`config.mk`:
```
export PLATFORM = sky130hd
export DESIGN_NAME = polyline_route_length_core
export DESIGN_NICKNAME = d
export VERILOG_FILES = /design/src/prl_pkg.sv /design/src/polyline_route_length_core.sv /design/src/prl_ctrl.sv /design/src/prl_datapath.sv
export SDC_FILE = /design/constraint.sdc
export NUM_CORES = 1
export LEC_CHECK = 0
export ABC_CLOCK_PERIOD_IN_PS = 7720
export CAP_MARGIN = 20
export CORE_MARGIN = 1.5
export CORE_UTILIZATION = 59
export CTS_BUF_LIST = sky130_fd_sc_hd__clkbuf_8 sky130_fd_sc_hd__clkbuf_16
export DETAILED_ROUTE_END_ITERATION = 8
export DONT_BUFFER_PORTS = 1
export GPL_ROUTABILITY_DRIVEN = 0
export GPL_TIMING_DRIVEN = 0
export PLACE_DENSITY = 0.83
export SETUP_SLACK_MARGIN = 0.2
export SLEW_MARGIN = 15
export SYNTH_ARGS = -nofsm -noshare
export SYNTH_HDL_FRONTEND = slang
export SYNTH_HIERARCHICAL = 1
export SYNTH_SLANG_ARGS = --single-unit
```
`constraint.sdc`:
```
create_clock -name aclk -period 7.72 [get_ports aclk]
set_input_delay 0.772 -clock aclk [delete_from_list [all_inputs] [get_ports aclk]]
set_output_delay 0.772 -clock aclk [all_outputs]
set_load 0.01 [all_outputs]
```
`src/prl_pkg.sv`:
```
package prl_pkg;

    typedef struct packed {
        logic capture;
        logic diff;
        logic sq_x;
        logic sq_y;
        logic rad;
        logic root_step;
        logic accum;
        logic set_prev;
        logic emit;
    } prl_cmd_t;

    typedef struct packed {
        logic out_busy;
    } prl_status_t;

endpackage

```
`src/polyline_route_length_core.sv`:
```
// Route length core: sums Euclidean segment lengths along a route.
// Input channel (s_axis): one beat per route point; tdata holds x then y
// as signed COORD_BITS integers, tlast marks the last point of a route.
// Result channel (m_axis): one beat per route, after its last point;
// tdata holds the length (fixed point, LENGTH_FRAC_BITS fraction bits)
// and then the 16-bit route index, tuser is the saturation flag.
// The first point of a route goes from capture straight to the finish
// step. Every later point runs through the difference, both squares,
// the radicand and the bit-serial square root, which retires one root
// bit per cycle, COORD_BITS + LENGTH_FRAC_BITS + 1 bits in all, and
// then the accumulate and finish steps; s_axis_tready is low until
// that point is done. The result beat is registered: the finish step
// of the last point loads the output register behind m_axis_tvalid.
// A finished result sits in an output register, so the
// next route's points are taken while it waits; a last point that
// finishes while the previous result is still held stalls s_axis_tready
// until m_axis_tready takes that beat.
// Reset (aresetn low, synchronous) clears the total, the flag, the route
// index and any pending result beat.
module polyline_route_length_core
    import prl_pkg::*;
#(
    parameter int COORD_BITS       = 16,
    parameter int LENGTH_FRAC_BITS = 8,
    parameter int TOTAL_BITS       = 40
) (
    input  logic                          aclk,
    input  logic                          aresetn,
    input  logic                          s_axis_tvalid,
    output logic                          s_axis_tready,
    // point_x, point_y
    input  logic [((2*COORD_BITS+7)/8)*8-1:0]  s_axis_tdata,
    input  logic                          s_axis_tlast,
    output logic                          m_axis_tvalid,
    input  logic                          m_axis_tready,
    // route_length, route_index
    output logic [((TOTAL_BITS+16+7)/8)*8-1:0] m_axis_tdata,
    // length_saturated
    output logic                          m_axis_tuser
);

    localparam int IndexBits = 16;
    localparam int RootBits  = COORD_BITS + LENGTH_FRAC_BITS + 1;
    localparam int OutW      = ((TOTAL_BITS + IndexBits + 7) / 8) * 8;

    prl_cmd_t                cmd;
    prl_status_t             stat;
    logic [TOTAL_BITS-1:0]   length;
    logic [IndexBits-1:0]    index;

    prl_ctrl #(
        .ROOT_BITS (RootBits)
    ) u_ctrl (
        .aclk    (aclk),
        .aresetn (aresetn),
        .s_valid (s_axis_tvalid),
        .s_last  (s_axis_tlast),
        .s_ready (s_axis_tready),
        .stat    (stat),
        .cmd     (cmd)
    );

    prl_datapath #(
        .COORD_BITS       (COORD_BITS),
        .LENGTH_FRAC_BITS (LENGTH_FRAC_BITS),
        .TOTAL_BITS       (TOTAL_BITS),
        .ROOT_BITS        (RootBits),
        .INDEX_BITS       (IndexBits)
    ) u_datapath (
        .aclk       (aclk),
        .aresetn    (aresetn),
        .cmd        (cmd),
        .stat       (stat),
        .in_x       (s_axis_tdata[COORD_BITS-1:0]),
        .in_y       (s_axis_tdata[2*COORD_BITS-1:COORD_BITS]),
        .out_valid  (m_axis_tvalid),
        .out_ready  (m_axis_tready),
        .out_length (length),
        .out_index  (index),
        .out_sat    (m_axis_tuser)
    );

    assign m_axis_tdata = OutW'({index, length});

endmodule

```
`src/prl_ctrl.sv`:
```
module prl_ctrl
    import prl_pkg::*;
#(
    parameter int ROOT_BITS = 25
) (
    input  logic        aclk,
    input  logic        aresetn,
    input  logic        s_valid,
    input  logic        s_last,
    output logic        s_ready,
    input  prl_status_t stat,
    output prl_cmd_t    cmd
);

    localparam int StepW = (ROOT_BITS > 1) ? $clog2(ROOT_BITS) : 1;
    localparam logic [StepW-1:0] LastStep = StepW'(ROOT_BITS - 1);

    typedef enum logic [2:0] {
        ST_IDLE,
        ST_DIFF,
        ST_SQX,
        ST_SQY,
        ST_RAD,
        ST_ROOT,
        ST_ACC,
        ST_FINISH
    } state_t;

    state_t           state_reg, state_next;
    logic             last_reg, last_next;
    logic             have_prev_reg, have_prev_next;
    logic [StepW-1:0] step_reg, step_next;

    always_comb begin
        cmd            = '0;
        state_next     = state_reg;
        last_next      = last_reg;
        have_prev_next = have_prev_reg;
        step_next      = step_reg;
        s_ready        = (state_reg == ST_IDLE);
        unique case (state_reg)
            ST_IDLE: begin
                if (s_valid) begin
                    cmd.capture = 1'b1;
                    last_next   = s_last;
                    state_next  = have_prev_reg ? ST_DIFF : ST_FINISH;
                end
            end
            ST_DIFF: begin
                cmd.diff   = 1'b1;
                state_next = ST_SQX;
            end
            ST_SQX: begin
                cmd.sq_x   = 1'b1;
                state_next = ST_SQY;
            end
            ST_SQY: begin
                cmd.sq_y   = 1'b1;
                state_next = ST_RAD;
            end
            ST_RAD: begin
                cmd.rad    = 1'b1;
                step_next  = '0;
                state_next = ST_ROOT;
            end
            ST_ROOT: begin
                cmd.root_step = 1'b1;
                step_next     = step_reg + StepW'(1);
                if (step_reg == LastStep) begin
                    state_next = ST_ACC;
                end
            end
            ST_ACC: begin
                cmd.accum  = 1'b1;
                state_next = ST_FINISH;
            end
            ST_FINISH: begin
                cmd.set_prev   = 1'b1;
                have_prev_next = 1'b1;
                if (!last_reg) begin
                    state_next = ST_IDLE;
                end else if (!stat.out_busy) begin
                    cmd.emit       = 1'b1;
                    have_prev_next = 1'b0;
                    state_next     = ST_IDLE;
                end
            end
            default: begin
                state_next = ST_IDLE;
            end
        endcase
    end

    always_ff @(posedge aclk) begin
        if (!aresetn) begin
            state_reg     <= ST_IDLE;
            last_reg      <= 1'b0;
            have_prev_reg <= 1'b0;
            step_reg      <= '0;
        end else begin
            state_reg     <= state_next;
            last_reg      <= last_next;
            have_prev_reg <= have_prev_next;
            step_reg      <= step_next;
        end
    end

endmodule

```
`src/prl_datapath.sv`:
```
module prl_datapath
    import prl_pkg::*;
#(
    parameter int COORD_BITS       = 16,
    parameter int LENGTH_FRAC_BITS = 8,
    parameter int TOTAL_BITS       = 40,
    parameter int ROOT_BITS        = 25,
    parameter int INDEX_BITS       = 16
) (
    input  logic                          aclk,
    input  logic                          aresetn,
    input  prl_cmd_t                      cmd,
    output prl_status_t                   stat,
    input  logic signed [COORD_BITS-1:0]  in_x,
    input  logic signed [COORD_BITS-1:0]  in_y,
    output logic                          out_valid,
    input  logic                          out_ready,
    output logic        [TOTAL_BITS-1:0]  out_length,
    output logic        [INDEX_BITS-1:0]  out_index,
    output logic                          out_sat
);

    localparam int RadW = 2 * ROOT_BITS;
    localparam int RemW = ROOT_BITS + 2;
    localparam int SqW  = 2 * COORD_BITS + 1;
    localparam int SumW = ((TOTAL_BITS > ROOT_BITS) ? TOTAL_BITS : ROOT_BITS) + 1;

    logic signed [COORD_BITS-1:0] x_reg, y_reg, prev_x_reg, prev_y_reg;
    logic        [COORD_BITS-1:0] dx_reg, dy_reg;
    logic      [2*COORD_BITS-1:0] prod_reg, sq_reg;
    logic            [RadW-1:0]   rad_reg;
    logic            [RemW-1:0]   rem_reg;
    logic       [ROOT_BITS-1:0]   root_reg;
    logic      [TOTAL_BITS-1:0]   total_reg;
    logic                         sat_reg;
    logic      [INDEX_BITS-1:0]   index_reg;
    logic                         out_valid_reg;
    logic      [TOTAL_BITS-1:0]   out_length_reg;
    logic      [INDEX_BITS-1:0]   out_index_reg;
    logic                         out_sat_reg;

    logic signed [COORD_BITS:0]   diff_x, diff_y;
    logic        [COORD_BITS-1:0] mag_x, mag_y, mul_op;
    logic      [2*COORD_BITS-1:0] mul_out;
    logic            [SqW-1:0]    sq_sum;
    logic            [RemW-1:0]   rem_shift, trial;
    logic            [SumW-1:0]   acc_sum;

    assign diff_x = $signed({x_reg[COORD_BITS-1], x_reg})
                  - $signed({prev_x_reg[COORD_BITS-1], prev_x_reg});
    assign diff_y = $signed({y_reg[COORD_BITS-1], y_reg})
                  - $signed({prev_y_reg[COORD_BITS-1], prev_y_reg});
    assign mag_x  = diff_x[COORD_BITS] ? COORD_BITS'(-diff_x) : diff_x[COORD_BITS-1:0];
    assign mag_y  = diff_y[COORD_BITS] ? COORD_BITS'(-diff_y) : diff_y[COORD_BITS-1:0];

    assign mul_op  = cmd.sq_y ? dy_reg : dx_reg;
    assign mul_out = mul_op * mul_op;
    assign sq_sum  = SqW'(sq_reg) + SqW'(prod_reg);

    assign rem_shift = {rem_reg[ROOT_BITS-1:0], rad_reg[RadW-1 -: 2]};
    assign trial     = {root_reg, 2'b01};

    assign acc_sum = SumW'(total_reg) + SumW'(root_reg);

    assign stat.out_busy = out_valid_reg && !out_ready;
    assign out_valid     = out_valid_reg;
    assign out_length    = out_length_reg;
    assign out_index     = out_index_reg;
    assign out_sat       = out_sat_reg;

    always_ff @(posedge aclk) begin
        if (cmd.capture) begin
            x_reg <= in_x;
            y_reg <= in_y;
        end
        if (cmd.set_prev) begin
            prev_x_reg <= x_reg;
            prev_y_reg <= y_reg;
        end
        if (cmd.diff) begin
            dx_reg <= mag_x;
            dy_reg <= mag_y;
        end
        if (cmd.sq_x || cmd.sq_y) begin
            prod_reg <= mul_out;
        end
        if (cmd.sq_y) begin
            sq_reg <= prod_reg;
        end
        if (cmd.rad) begin
            rad_reg  <= RadW'(sq_sum) << (2 * LENGTH_FRAC_BITS);
            rem_reg  <= '0;
            root_reg <= '0;
        end else if (cmd.root_step) begin
            rad_reg <= rad_reg << 2;
            if (rem_shift >= trial) begin
                rem_reg  <= rem_shift - trial;
                root_reg <= {root_reg[ROOT_BITS-2:0], 1'b1};
            end else begin
                rem_reg  <= rem_shift;
                root_reg <= {root_reg[ROOT_BITS-2:0], 1'b0};
            end
        end
        if (cmd.emit) begin
            out_length_reg <= total_reg;
            out_index_reg  <= index_reg;
            out_sat_reg    <= sat_reg;
        end
    end

    always_ff @(posedge aclk) begin
        if (!aresetn) begin
            total_reg     <= '0;
            sat_reg       <= 1'b0;
            index_reg     <= '0;
            out_valid_reg <= 1'b0;
        end else begin
            if (cmd.accum) begin
                if (|acc_sum[SumW-1:TOTAL_BITS]) begin
                    total_reg <= '1;
                    sat_reg   <= 1'b1;
                end else begin
                    total_reg <= acc_sum[TOTAL_BITS-1:0];
                end
            end else if (cmd.emit) begin
                total_reg <= '0;
                sat_reg   <= 1'b0;
            end
            if (cmd.emit) begin
                index_reg     <= index_reg + INDEX_BITS'(1);
                out_valid_reg <= 1'b1;
            end else if (out_ready) begin
                out_valid_reg <= 1'b0;
            end
        end
    end

endmodule

```
# Word-level counts from Yosys, hierarchy flattened
# Cells that the tools add are included.
dict set report word_totals {
  latchBits 0
  reg_bits 369
  mem_bits_rw 0
  output_inout_bits 59
  elab_cells 92
  rom_bits 0
  memories 0
}
dict set report op_classes {
  addsub 9
  bitwise 0
  n_mux 35
  order_cmp 1
  eq_ne 12
  n_mul 1
  n_div 0
  n_reduce_logical 11
  shift 0
}
# operator count
set ops {}
lappend ops {{40-bit 2-to-1 mux} 3}
lappend ops {{49-bit 2-to-1 mux} 2}
lappend ops {{16-bit 2-to-1 mux} 3}
lappend ops {{40-bit by 25-bit adder with 41-bit output} 1}
lappend ops {{16-bit by 16-bit subtractor with 17-bit output} 2}
lappend ops {{32-bit by 32-bit adder with 33-bit output} 1}
lappend ops {{16-bit by 16-bit multiplier with 32-bit output} 1}
lappend ops {{16-bit negator} 2}
lappend ops {{27-bit greater-or-equal comparator} 1}
lappend ops {{25-bit 2-to-1 mux} 1}
lappend ops {{25-bit subtractor} 1}
lappend ops {{3-bit one-hot mux with 8 select lines} 1}
lappend ops {{1-bit 2-to-1 mux} 18}
lappend ops {{16-bit by 1-bit adder with 16-bit output (second input constant)} 1}
lappend ops {{3-bit 2-to-1 mux} 5}
lappend ops {{3-bit equality test (second input constant)} 4}
lappend ops {{5-bit one-hot mux with 2 select lines} 1}
lappend ops {{2-bit nonzero test} 4}
lappend ops {{3-bit by 2-bit equality test with 1-bit output (second input constant)} 2}
lappend ops {{5-bit by 1-bit adder with 5-bit output (second input constant)} 1}
lappend ops {{5-bit equality test (second input constant)} 1}
lappend ops {{2-bit by 1-bit inequality test with 1-bit output (second input constant)} 2}
lappend ops {{2-bit AND reduction} 2}
lappend ops {{3-bit by 1-bit equality test with 1-bit output (second input constant)} 1}
lappend ops {{other kinds (8)} 8}

# Longest topological paths before layout
# Gate-level depths: netlist of the first run.
dict set report logic_depth {
  ltp_word 7
  ltp_mapped 31
  mapped_depth_nobuf 27
}

# Modules after synthesis
# The synthesis of the first run kept the hierarchy.
# mod seq_area_each_um2 cells_per_inst instances area_each_um2
set modules_own_cells {}
lappend modules_own_cells {prl_datapath 9629.2 2482 1 25602.1}
lappend modules_own_cells {prl_ctrl 200.2 75 1 618.1}

# Worst setup path before layout of the first run
# No wires, ideal clock.
dict set report synth_timing {
  kind {register to register}
  start {register u_ctrl.state_reg[0]}
  end {register u_datapath.prod_reg[30] (data pin)}
  stages_incl_launch_ff 30
  period_less_slack_ns 8.502
  t_arrival_ns 8.238
  slack_ns -0.782
  t_required_ns 7.456
  setup_time_ns 0.264
  path_buffers 4
  cell_sequence {dfxtp_1 buf_6 clkbuf_1 and3b_1 clkbuf_1 buf_1 mux2i_1 clkinv_1 nand2_1 inv_1 fa_1 inv_1 fa_1 inv_1 fa_1 fa_1 fa_1 inv_1 fa_1 inv_1 ha_1 a21o_1 a21o_1 a21oi_1 a32oi_1 nand2_1 a21oi_1 a311o_1 a221oi_1 xnor2_1}
}
# element line
set synth_rtl {}
lappend synth_rtl {{start: declaration} prl_ctrl.sv:29} ;# state_t state_reg, state_next;
lappend synth_rtl {{start signal: assignment} prl_ctrl.sv:101} ;# state_reg <= state_next;
lappend synth_rtl {{end signal: assignment} prl_datapath.sv:85} ;# prod_reg <= mul_out;
lappend synth_rtl {{end: declaration} prl_datapath.sv:30} ;# logic [2*COORD_BITS-1:0] prod_reg, sq_reg;

==> results of run 1 <==
## metal layers
layer | GRT usage | wire [um]
met1 | 0.2902 | 23100
met2 | 0.4661 | 30750
met3 | 0.04423 | 3577
met4 | 0.1423 | 3528
met5 | 0 | 0
## Yosys cell counts (10+ instances only)
library cell	count	area [um2]
ha_1	214	2678
a311oi_1	27	236.5
and3_1	23	143.9
a21oi_1	134	670.6
nand2b_1	15	93.84
dfxtp_1	119	2382
inv_1	353	1325
xnor2_1	103	902.1
nand3_1	38	190.2
clkbuf_1	60	225.2
o31ai_1	12	90.09
a21o_1	69	518.0
nand2_1	166	623.1
nor3_1	26	130.1
nor2b_1	24	150.1
fa_1	169	3383
mux2_2	29	326.6
nand4_1	15	93.84
a211oi_1	39	292.8
o21bai_1	15	112.6
mux2i_1	66	660.6
and2_1	24	150.1
nor2_1	206	773.2
o21ai_0	88	440.4
a31oi_1	20	125.1
edfxtp_1	248	7447
xor2_1	54	473.0
o211ai_1	10	75.07
o21a_1	20	150.1
## cell type report
type                    instances  area [um2]
plain buffers                  76       407.9
clock buffers                  42        1028
clock inverters                31       386.6
fillers                      3106       14860
inverters                     360        1368
multi-input cells            1755       15050
flip-flops and latches        367        9833
well taps                     592       740.7
repair buffers                 38       355.3
## worst max-delay path: stages (launching register included)
cell	delay, ps
dfxtp_4	380
buf_6	150
and3b_4	310
buf_8	150
buf_12	160
mux2i_4	350
inv_1	110
buf_4	210
nand2_1	140
fa_1	450
fa_1	510
fa_1	520
fa_1	520
fa_1	520
fa_1	540
inv_1	40
ha_1	400
nand3_2	170
a211oi_2	250
a21oi_2	120
a32oi_2	240
nand2_1	100
a21oi_2	190
a311o_1	290
a31oi_1	130
xnor2_1	160
## metrics by stage
stage | TNS [ps] | utilization | instances
after floorplan | 0 | - | 2557
final | 0 | 0.6626 | 3261
after detailed placement | -11150 | 0.6165 | 3154
after CTS | 0 | 0.6544 | 3239
after global placement | -7269 | 0.6147 | 3149
after global routing | 0 | 0.6626 | 3261
## cells by family after synthesis
group	after synthesis	share of synthesized area
simple gates	602	0.1092
compound gates	517	0.1316
buf+inv	436	0.06304
fa+ha+maj	383	0.2312
flops	367	0.3749
xor+xnor	157	0.05244
mux	95	0.03765
## cell usage in the layout (no fill, tap or decap), drive strengths merged, types with 38 or more instances in the layout
master  count
nor2      206
xor2       54
a21o       69
nand2     166
edfxtp    248
mux2i      66
buf        58
a211oi     39
clkbuf     97
fa        169
xnor2     103
a21oi     134
inv       364
o21ai      88
nand3      38
dfxtp     119
ha        214
## how the worst min path moves through the flow
stage,startpoint,to,slack [ps],cells past startpoint
2_1_floorplan,u_datapath/sat_reg,u_datapath/out_sat,400,0
3_3_place_gp,u_datapath/sat_reg,u_datapath/out_sat,410,0
3_5_place_dp,u_datapath/sat_reg,u_datapath/out_sat,440,0
4_1_cts,s_axis_tdata[14],u_datapath/x_reg[14],250,0
5_1_grt,s_axis_tdata[13],u_datapath/x_reg[13],250,0
6_report,s_axis_tdata[14],u_datapath/x_reg[14],280,0
## what timing repair did
action | CTS | global route
setup endpoints to repair | 19 | 12
resized for setup | 42 | 53
pin swaps | 4 | 21
gates cloned | 1 | 3
setup buffers | 11 | 19
==> results.py, run 1 <==
metrics = {
    "outcome": {
        "status": "completed",
    },
    "hold_path": {
        "holdCritPathClass": "in2reg",
    },
    "cells_and_area": {
        "num_antenna_cells": 0,
        "final_nets": 3058,
        "stdcell_area_um2": 29170,
        "area_growth_pct": 11.26,
        "drive_gt1_frac": 0.08580,
    },
    "global_route": {
        "antenna_found_initial": 0,
        "grt_pass1_vias": 19860,
        "grt_max_degree": 41,
        "grt-ovfl-total": 0,
        "grt_usage": 0.2585,
        "grt_pass1_wl_mm": 94.66,
    },
    "drt": {
        "routedWlPerCell_um": 18.69,
        "vias_per_cell": 6.016,
        "ant_nets": 0,
        "totalWireLength_mm": 60.96,
        "via_count": 19620,
        "drt_pass1_iterations": 5,
        "drc_errors": 0,
        "drtIter0Drc": 1814,
    },
    "yosys": {
        "synth.cell_area_um2": 26220,
        "synth_cell_types": 81,
        "syn-num-nets": 2977,
        "yosysWarnings": 6,
        "synth_top_flop_cell": "edfxtp_1",
        "synth_edf_count": 248,
        "synthArstFlopShare": 0,
        "syn_inst": 2557,
        "synth_seq_area_share": 0.3749,
        "synth-seq-cells": 367,
        "syn_area_per_cell_um2": 10.25,
    },
    "worst_setup_path": {
        "endpoint_kind": "register",
        "r2r_start": "u_ctrl/state_reg[2]",
        "crit_type": "reg2reg",
        "cp_data_arrival_time_ps": 7710,
        "rr_endpoint": "u_datapath/prod_reg[28]",
        "start_kind": "register",
        "r2r_cells": 25,
        "path_max_fanout": 11,
        "critPathCapture": "u_datapath/prod_reg[28]",
        "worstPathRequired_ps": 8050,
        "crit_path_start": "u_ctrl/state_reg[2]",
        "reg2reg_slack_ps": 340,
    },
    "placed_design": {
        "placed_cell_area_um2": 27140,
        "port_buffers": 0,
        "dp_hpwl_mm": 43.44,
        "pre_cts_slack_ps": -1145,
    },
    "cts": {
        "clock_latency_ps": 590,
        "cts_tree": "done",
        "numClockSinks": 367,
        "cts_max_path_buffers": 3,
        "cts_buffers": 40,
        "clk_pin_slew_worst_paths_ps": 60,
        "ctsRootBufferMaster": "clkbuf_16",
        "htreeDepth": 2,
        "hold_buffers": 0,
    },
    "sta": {
        "hold_ws_ps": 277.6,
        "max-slew-margin-rel": 0.3829,
        "finalCriticalPeriod_ps": 7383,
        "maxSlewViolCount": 0,
        "fin_ws_ps": 337.3,
        "hold_violations": 0,
        "rsz0062_at_grt": "no",
        "fin_crit_sh": 0.9563,
        "finClkSkew_ps": 29.24,
        "setup_viol": 0,
        "fmax_ghz": 0.1355,
        "max_slew.worst_pin.slew_ps": 921.6,
    },
    "floorplanning": {
        "die_y_um": 213.8,
        "die_area_um2": 45710,
        "coreArea_um2": 44030,
        "placementRows": 77,
        "start_util": 0.5955,
        "io_pins": 96,
        "die_w_um": 213.8,
    },
    "job": {
        "cap_violations": 0,
    },
}
Power of run 1 is not shown: default switching activity piles up to over one toggle a cycle in this logic, so the estimate is an artifact.
==> inputs of run 2 (changes only) <==
--- a/config.mk
+++ b/config.mk
@@ -6,16 +6,15 @@
 export NUM_CORES = 1
 export LEC_CHECK = 0
 export ABC_CLOCK_PERIOD_IN_PS = 7720
+export BUFFER_PORTS_ARGS = -buffer_cell sky130_fd_sc_hd__buf_2
 export CAP_MARGIN = 20
-export CORE_MARGIN = 1.5
-export CORE_UTILIZATION = 59
+export CORE_UTILIZATION = 58
 export CTS_BUF_LIST = sky130_fd_sc_hd__clkbuf_8 sky130_fd_sc_hd__clkbuf_16
 export DETAILED_ROUTE_END_ITERATION = 8
-export DONT_BUFFER_PORTS = 1
 export GPL_ROUTABILITY_DRIVEN = 0
 export GPL_TIMING_DRIVEN = 0
 export PLACE_DENSITY = 0.83
-export SETUP_SLACK_MARGIN = 0.2
+export SETUP_SLACK_MARGIN = 0.5
 export SLEW_MARGIN = 15
 export SYNTH_ARGS = -nofsm -noshare
 export SYNTH_HDL_FRONTEND = slang
==> results.py, run 2 (synthesized netlist as in run 1, its figures left out) <==
metrics = {
    "outcome": {
        "status": "completed",
    },
    "worst_setup_path": {
        "endpoint_kind": "register",
        "start_kind": "register",
        "rr_endpoint": "u_datapath/prod_reg[31]",
        "crit_top_cell": "fa_1",
        "r2r_cells": 28,
        "r2r_start": "u_ctrl/state_reg[2]",
        "cpPeakStageDelay_ps": 570,
        "worstPathRequired_ps": 8060,
        "path_max_fanout": 8,
        "crit_type": "reg2reg",
        "cp_data_arrival_time_ps": 7580,
        "reg2reg_slack_ps": 480,
        "slowest_stage": "fa_1",
    },
    "drt": {
        "drtIter0Drc": 2015,
        "drt_pass1_iterations": 6,
        "via_count": 20400,
        "vias_per_cell": 6.004,
        "drc_errors": 0,
        "totalWireLength_mm": 65.04,
        "routedWlPerCell_um": 19.14,
        "ant_nets": 0,
    },
    "cells_and_area": {
        "multi_input_area_um2": 15310,
        "n_fill_cell": 3015,
        "final_common_cell": "inv_1",
        "area_growth_pct": 15.47,
        "num_antenna_cells": 0,
        "regArea_um2": 9836,
        "final_cell_mix": "344 x inv_1, 248 x edfxtp_1, 203 x ha_1",
        "final_nets": 3196,
        "drive_gt1_frac": 0.1472,
    },
    "floorplanning": {
        "coreArea_um2": 44410,
        "placementRows": 77,
        "die_y_um": 214.6,
        "die_area_um2": 46060,
        "io_pins": 96,
        "die_w_um": 214.6,
        "start_util": 0.5904,
    },
    "hold_path": {
        "hp-start": "s_axis_tdata[30]",
        "hold_end": "u_datapath/y_reg[14]",
        "min_path_cells": 1,
        "holdCritPathClass": "in2reg",
    },
    "sta": {
        "max_slew.worst_pin.slew_ps": 835.5,
        "hold_violations": 0,
        "finClkSkew_ps": 37.66,
        "fmax_ghz": 0.1381,
        "finalSetupTns_ps": 0,
        "finalCriticalPeriod_ps": 7239,
        "maxSlewViolCount": 0,
        "rsz0062_at_grt": "yes",
        "fin_crit_sh": 0.9377,
        "max-slew-margin-rel": 0.4387,
        "setup_viol": 0,
    },
    "cts": {
        "numClockSinks": 367,
        "htreeDepth": 2,
        "clk_pin_slew_worst_paths_ps": 60,
        "ctsRootBufferMaster": "clkbuf_16",
        "clock_latency_ps": 590,
        "hold_buffers": 0,
        "cts_buffers": 39,
        "cts_tree": "done",
        "cts_max_path_buffers": 3,
    },
    "global_route": {
        "grt_pass1_vias": 20650,
        "met1_usage": 0.2960,
        "grt_usage": 0.2651,
        "grt_util_met2": 0.4803,
        "antenna_found_initial": 0,
        "grt-ovfl-total": 0,
        "top_usage_layer": "met2",
        "grt_max_degree": 51,
        "grt_pass1_wl_mm": 99.71,
        "grtUsageMet3": 0.04539,
    },
    "placed_design": {
        "port_buffers": 94,
        "dp_hpwl_mm": 44.49,
    },
    "job": {
        "cap_violations": 0,
    },
}
[run 2: cell count changes in the layout (fill, tap and decap cells not counted), moves of 6 or more]
cell / change
clkbuf_8: +6
buf_12: +6
inv_2: +11
buf_2: +94
ha_1: -6
inv_1: -8
ha_4: +8
nand2_1: -11
nand2_2: +7
nor2_4: +6
nor2_1: -9
buf_4: +32
[run 2: worst max-delay path by stage]
stage	start	to	slack [ps]
after floorplan	u_ctrl/state_reg[1]	u_datapath/prod_reg[28]	500
after global placement	u_ctrl/state_reg[1]	u_datapath/prod_reg[28]	-450
after detailed placement	u_ctrl/state_reg[1]	u_datapath/prod_reg[28]	-680
after CTS	u_ctrl/state_reg[2]	u_datapath/prod_reg[31]	500
after global routing	u_ctrl/state_reg[2]	u_datapath/prod_reg[31]	330
final	u_ctrl/state_reg[2]	u_datapath/prod_reg[31]	480
[run 2: repair_timing]
action,4_1_cts,5_1_grt
setup buffers,29,43
pin swaps,15,71
gates cloned,3,2
endpoints found under the hold margin,0,0
resized for setup,48,99
endpoints found under the setup margin,19,10
[run 2: cell type report]
| type | instances | area share |
|---|---|---|
| multi-input cells | 1755 | 0.5058 |
| flip-flops and latches | 367 | 0.3249 |
| inverters | 360 | 0.04600 |
| repair buffers | 176 | 0.04075 |
| clock buffers | 48 | 0.03670 |
| well taps | 592 | 0.02447 |
| plain buffers | 76 | 0.01529 |
| clock inverters | 23 | 0.005910 |
| repair inverters | 1 | 0.0001653 |
[run 2: metal layers]
metal  routed length (um)  up-vias
met3                 4195      279
met4                 4074        0
met2                32620      944
li1                     -     9353
met1                24150     9826
met5                    0        -
[run 2: per-stage QoR]
step,utilization,worst slack [ps],instance area [um2],cells,hold slack (ps)
after floorplan,-,500.7,26480,2557,401.9
after global placement,0.6234,-447.5,27690,3243,410.0
after detailed placement,0.6259,-676.1,27800,3250,421.4
after CTS,0.6661,501.6,29590,3353,335.6
after global routing,0.6817,329.9,30280,3398,333.1
final,0.6817,481.2,30280,3398,358.3
[run 2: critical path, delay by kind of cell, from the launching register on]
| kind | cells | cell delay (ps) |
|---|---|---|
| AOI/OAI and AO/OA | 8 | 1630 |
| xor gates and xnor gates | 1 | 90 |
| adders and majority gates | 7 | 3210 |
| buffers and inverters | 9 | 960 |
| DFF | 1 | 360 |
| muxes | 1 | 360 |
| and+or+nand+nor | 2 | 390 |
Power of run 2 is left out for the same reason.
==> inputs of run 3 (changes only) <==
--- a/config.mk
+++ b/config.mk
@@ -6,7 +6,7 @@
 export NUM_CORES = 1
 export LEC_CHECK = 0
 export ABC_CLOCK_PERIOD_IN_PS = 7720
-export BUFFER_PORTS_ARGS = -buffer_cell sky130_fd_sc_hd__buf_2
+export BUFFER_PORTS_ARGS = -buffer_cell sky130_fd_sc_hd__clkbuf_2
 export CAP_MARGIN = 20
 export CORE_UTILIZATION = 58
 export CTS_BUF_LIST = sky130_fd_sc_hd__clkbuf_8 sky130_fd_sc_hd__clkbuf_16
==> results.py, run 3 (synthesized netlist as in run 1, its figures left out) <==
metrics = {
    "cells_and_area": {
        "drive_gt1_frac": 0.1439,
        "final_common_cell": "inv_1",
        "n_fill_cell": 2984,
        "area_growth_pct": 15.60,
        "final_cell_mix": "342 x inv_1, 248 x edfxtp_1, 203 x ha_1",
        "final_nets": 3203,
        "utilization": 0.6825,
        "num_antenna_cells": 0,
    },
    "global_route": {
        "grt_usage": 0.2646,
        "grt_max_degree": 51,
        "grt_pass1_wl_mm": 99.50,
        "grt_pass1_vias": 20720,
        "antenna_found_initial": 0,
        "grt-ovfl-total": 0,
    },
    "floorplanning": {
        "start_util": 0.5904,
        "coreArea_um2": 44410,
        "placementRows": 77,
        "die_w_um": 214.6,
        "io_pins": 96,
        "die_y_um": 214.6,
        "die_area_um2": 46060,
    },
    "sta": {
        "rsz0062_at_grt": "yes",
        "maxSlewViolCount": 0,
        "hold_violations": 0,
        "fmax_ghz": 0.1338,
        "fin_crit_sh": 0.9683,
        "setup_viol": 0,
        "finalCriticalPeriod_ps": 7476,
        "max_slew.worst_pin.slew_ps": 815.3,
        "finClkSkew_ps": 38.56,
        "max-slew-margin-rel": 0.4523,
    },
    "cts": {
        "cts_tree": "done",
        "cts_max_path_buffers": 3,
        "clock_latency_ps": 600,
        "ctsRootBufferMaster": "clkbuf_16",
        "numClockSinks": 367,
        "cts_buffers": 40,
        "htreeDepth": 2,
        "clk_pin_slew_worst_paths_ps": 60,
    },
    "worst_setup_path": {
        "slowest_stage": "fa_2",
        "cp_data_arrival_time_ps": 7780,
        "r2r_cells": 27,
        "crit_top_cell": "fa_1",
        "endpoint_kind": "register",
        "start_kind": "register",
        "crit_path_start": "u_ctrl/state_reg[2]",
        "reg2reg_slack_ps": 240,
        "cpPeakStageDelay_ps": 560,
        "critPathCapture": "u_datapath/prod_reg[31]",
        "r2r_start": "u_ctrl/state_reg[2]",
        "worstPathRequired_ps": 8030,
        "rr_endpoint": "u_datapath/prod_reg[31]",
        "path_max_fanout": 5,
        "crit_type": "reg2reg",
    },
    "drt": {
        "routedWlPerCell_um": 18.93,
        "totalWireLength_mm": 64.50,
        "via_count": 20440,
        "drtIter0Drc": 1845,
        "drt_pass1_iterations": 7,
        "vias_per_cell": 6.000,
        "ant_nets": 0,
        "drc_errors": 0,
    },
    "hold_path": {
        "holdCritPathClass": "in2reg",
    },
    "job": {
        "cap_violations": 0,
    },
    "outcome": {
        "status": "completed",
    },
    "placed_design": {
        "port_buffers": 94,
        "dp_hpwl_mm": 43.77,
    },
}
run 3: cell count changes in the layout (fill, tap and decap cells not counted), sizes merged:
cell           previous run  this run
clkbuf                  102       192
clkinv                   15        17
clkdlybuf4s15             1         0
buf                     197       109
inv                     363       364
bufinv                    1         5
bufbuf                    0         1
run 3: worst min path at each step:
stage,start,to,slack [ps],depth (start not counted)
2_1_floorplan,u_datapath/sat_reg,u_datapath/out_sat,400,0
3_3_place_gp,u_datapath/sat_reg,u_datapath/out_sat,410,0
3_5_place_dp,u_datapath/sat_reg,u_datapath/out_sat,420,0
4_1_cts,s_axis_tdata[26],u_datapath/y_reg[10],360,1
5_1_grt,s_axis_tdata[30],u_datapath/y_reg[14],350,1
6_report,s_axis_tdata[26],u_datapath/y_reg[10],370,1
run 3: stage by stage:
step                      area (um2)  instances  setup TNS [ps]  hold WS [ps]  setup slack [ps]
final                          30310       3407               0         371.9             244.3
after global routing           30310       3407               0         352.3             129.3
after global placement         27690       3243           -1751         409.8            -447.3
after floorplan                26480       2557               0         401.9             500.7
after detailed placement       27780       3249           -3558         423.5            -626.5
after CTS                      29800       3364               0         355.1             504.4
run 3: layout make-up:
| type | instances | area (um2) | share of cell area |
|---|---|---|---|
| multi-input cells | 1755 | 15230 | 0.5024 |
| flip-flops and latches | 367 | 9836 | 0.3245 |
| inverters | 360 | 1390 | 0.04586 |
| repair buffers | 181 | 1257 | 0.04148 |
| clock buffers | 45 | 1081 | 0.03566 |
| well taps | 592 | 740.7 | 0.02444 |
| plain buffers | 76 | 452.9 | 0.01494 |
| clock inverters | 29 | 314.1 | 0.01036 |
| repair inverters | 2 | 11.26 | 0.0003715 |
run 3: worst max-delay path: cells and delay by family (launching register included):
family,cells,cell delay [ps]
fa+ha+maj,7,3370
buf+inv,9,1100
compound gates,5,930
simple gates,4,890
mux,1,410
flops,1,360
xor+xnor,1,140
run 3: layer usage:
layer,track usage,vias up,share of wire
li1,-,9357,-
met1,0.2996,9857,0.37
met2,0.4768,933,0.51
met3,0.04113,294,0.066
met4,0.1455,0,0.061
met5,0,-,0
run 3: timing repair:
| item | 4_1_cts | 5_1_grt |
|---|---|---|
| hold buffers | 0 | 0 |
| endpoints found under the setup margin | 19 | 9 |
| pin swaps | 23 | 58 |
| gates resized for setup | 58 | 65 |
| setup buffers | 38 | 41 |
| gates cloned | 3 | 2 |
Power of run 3 is left out for the same reason.
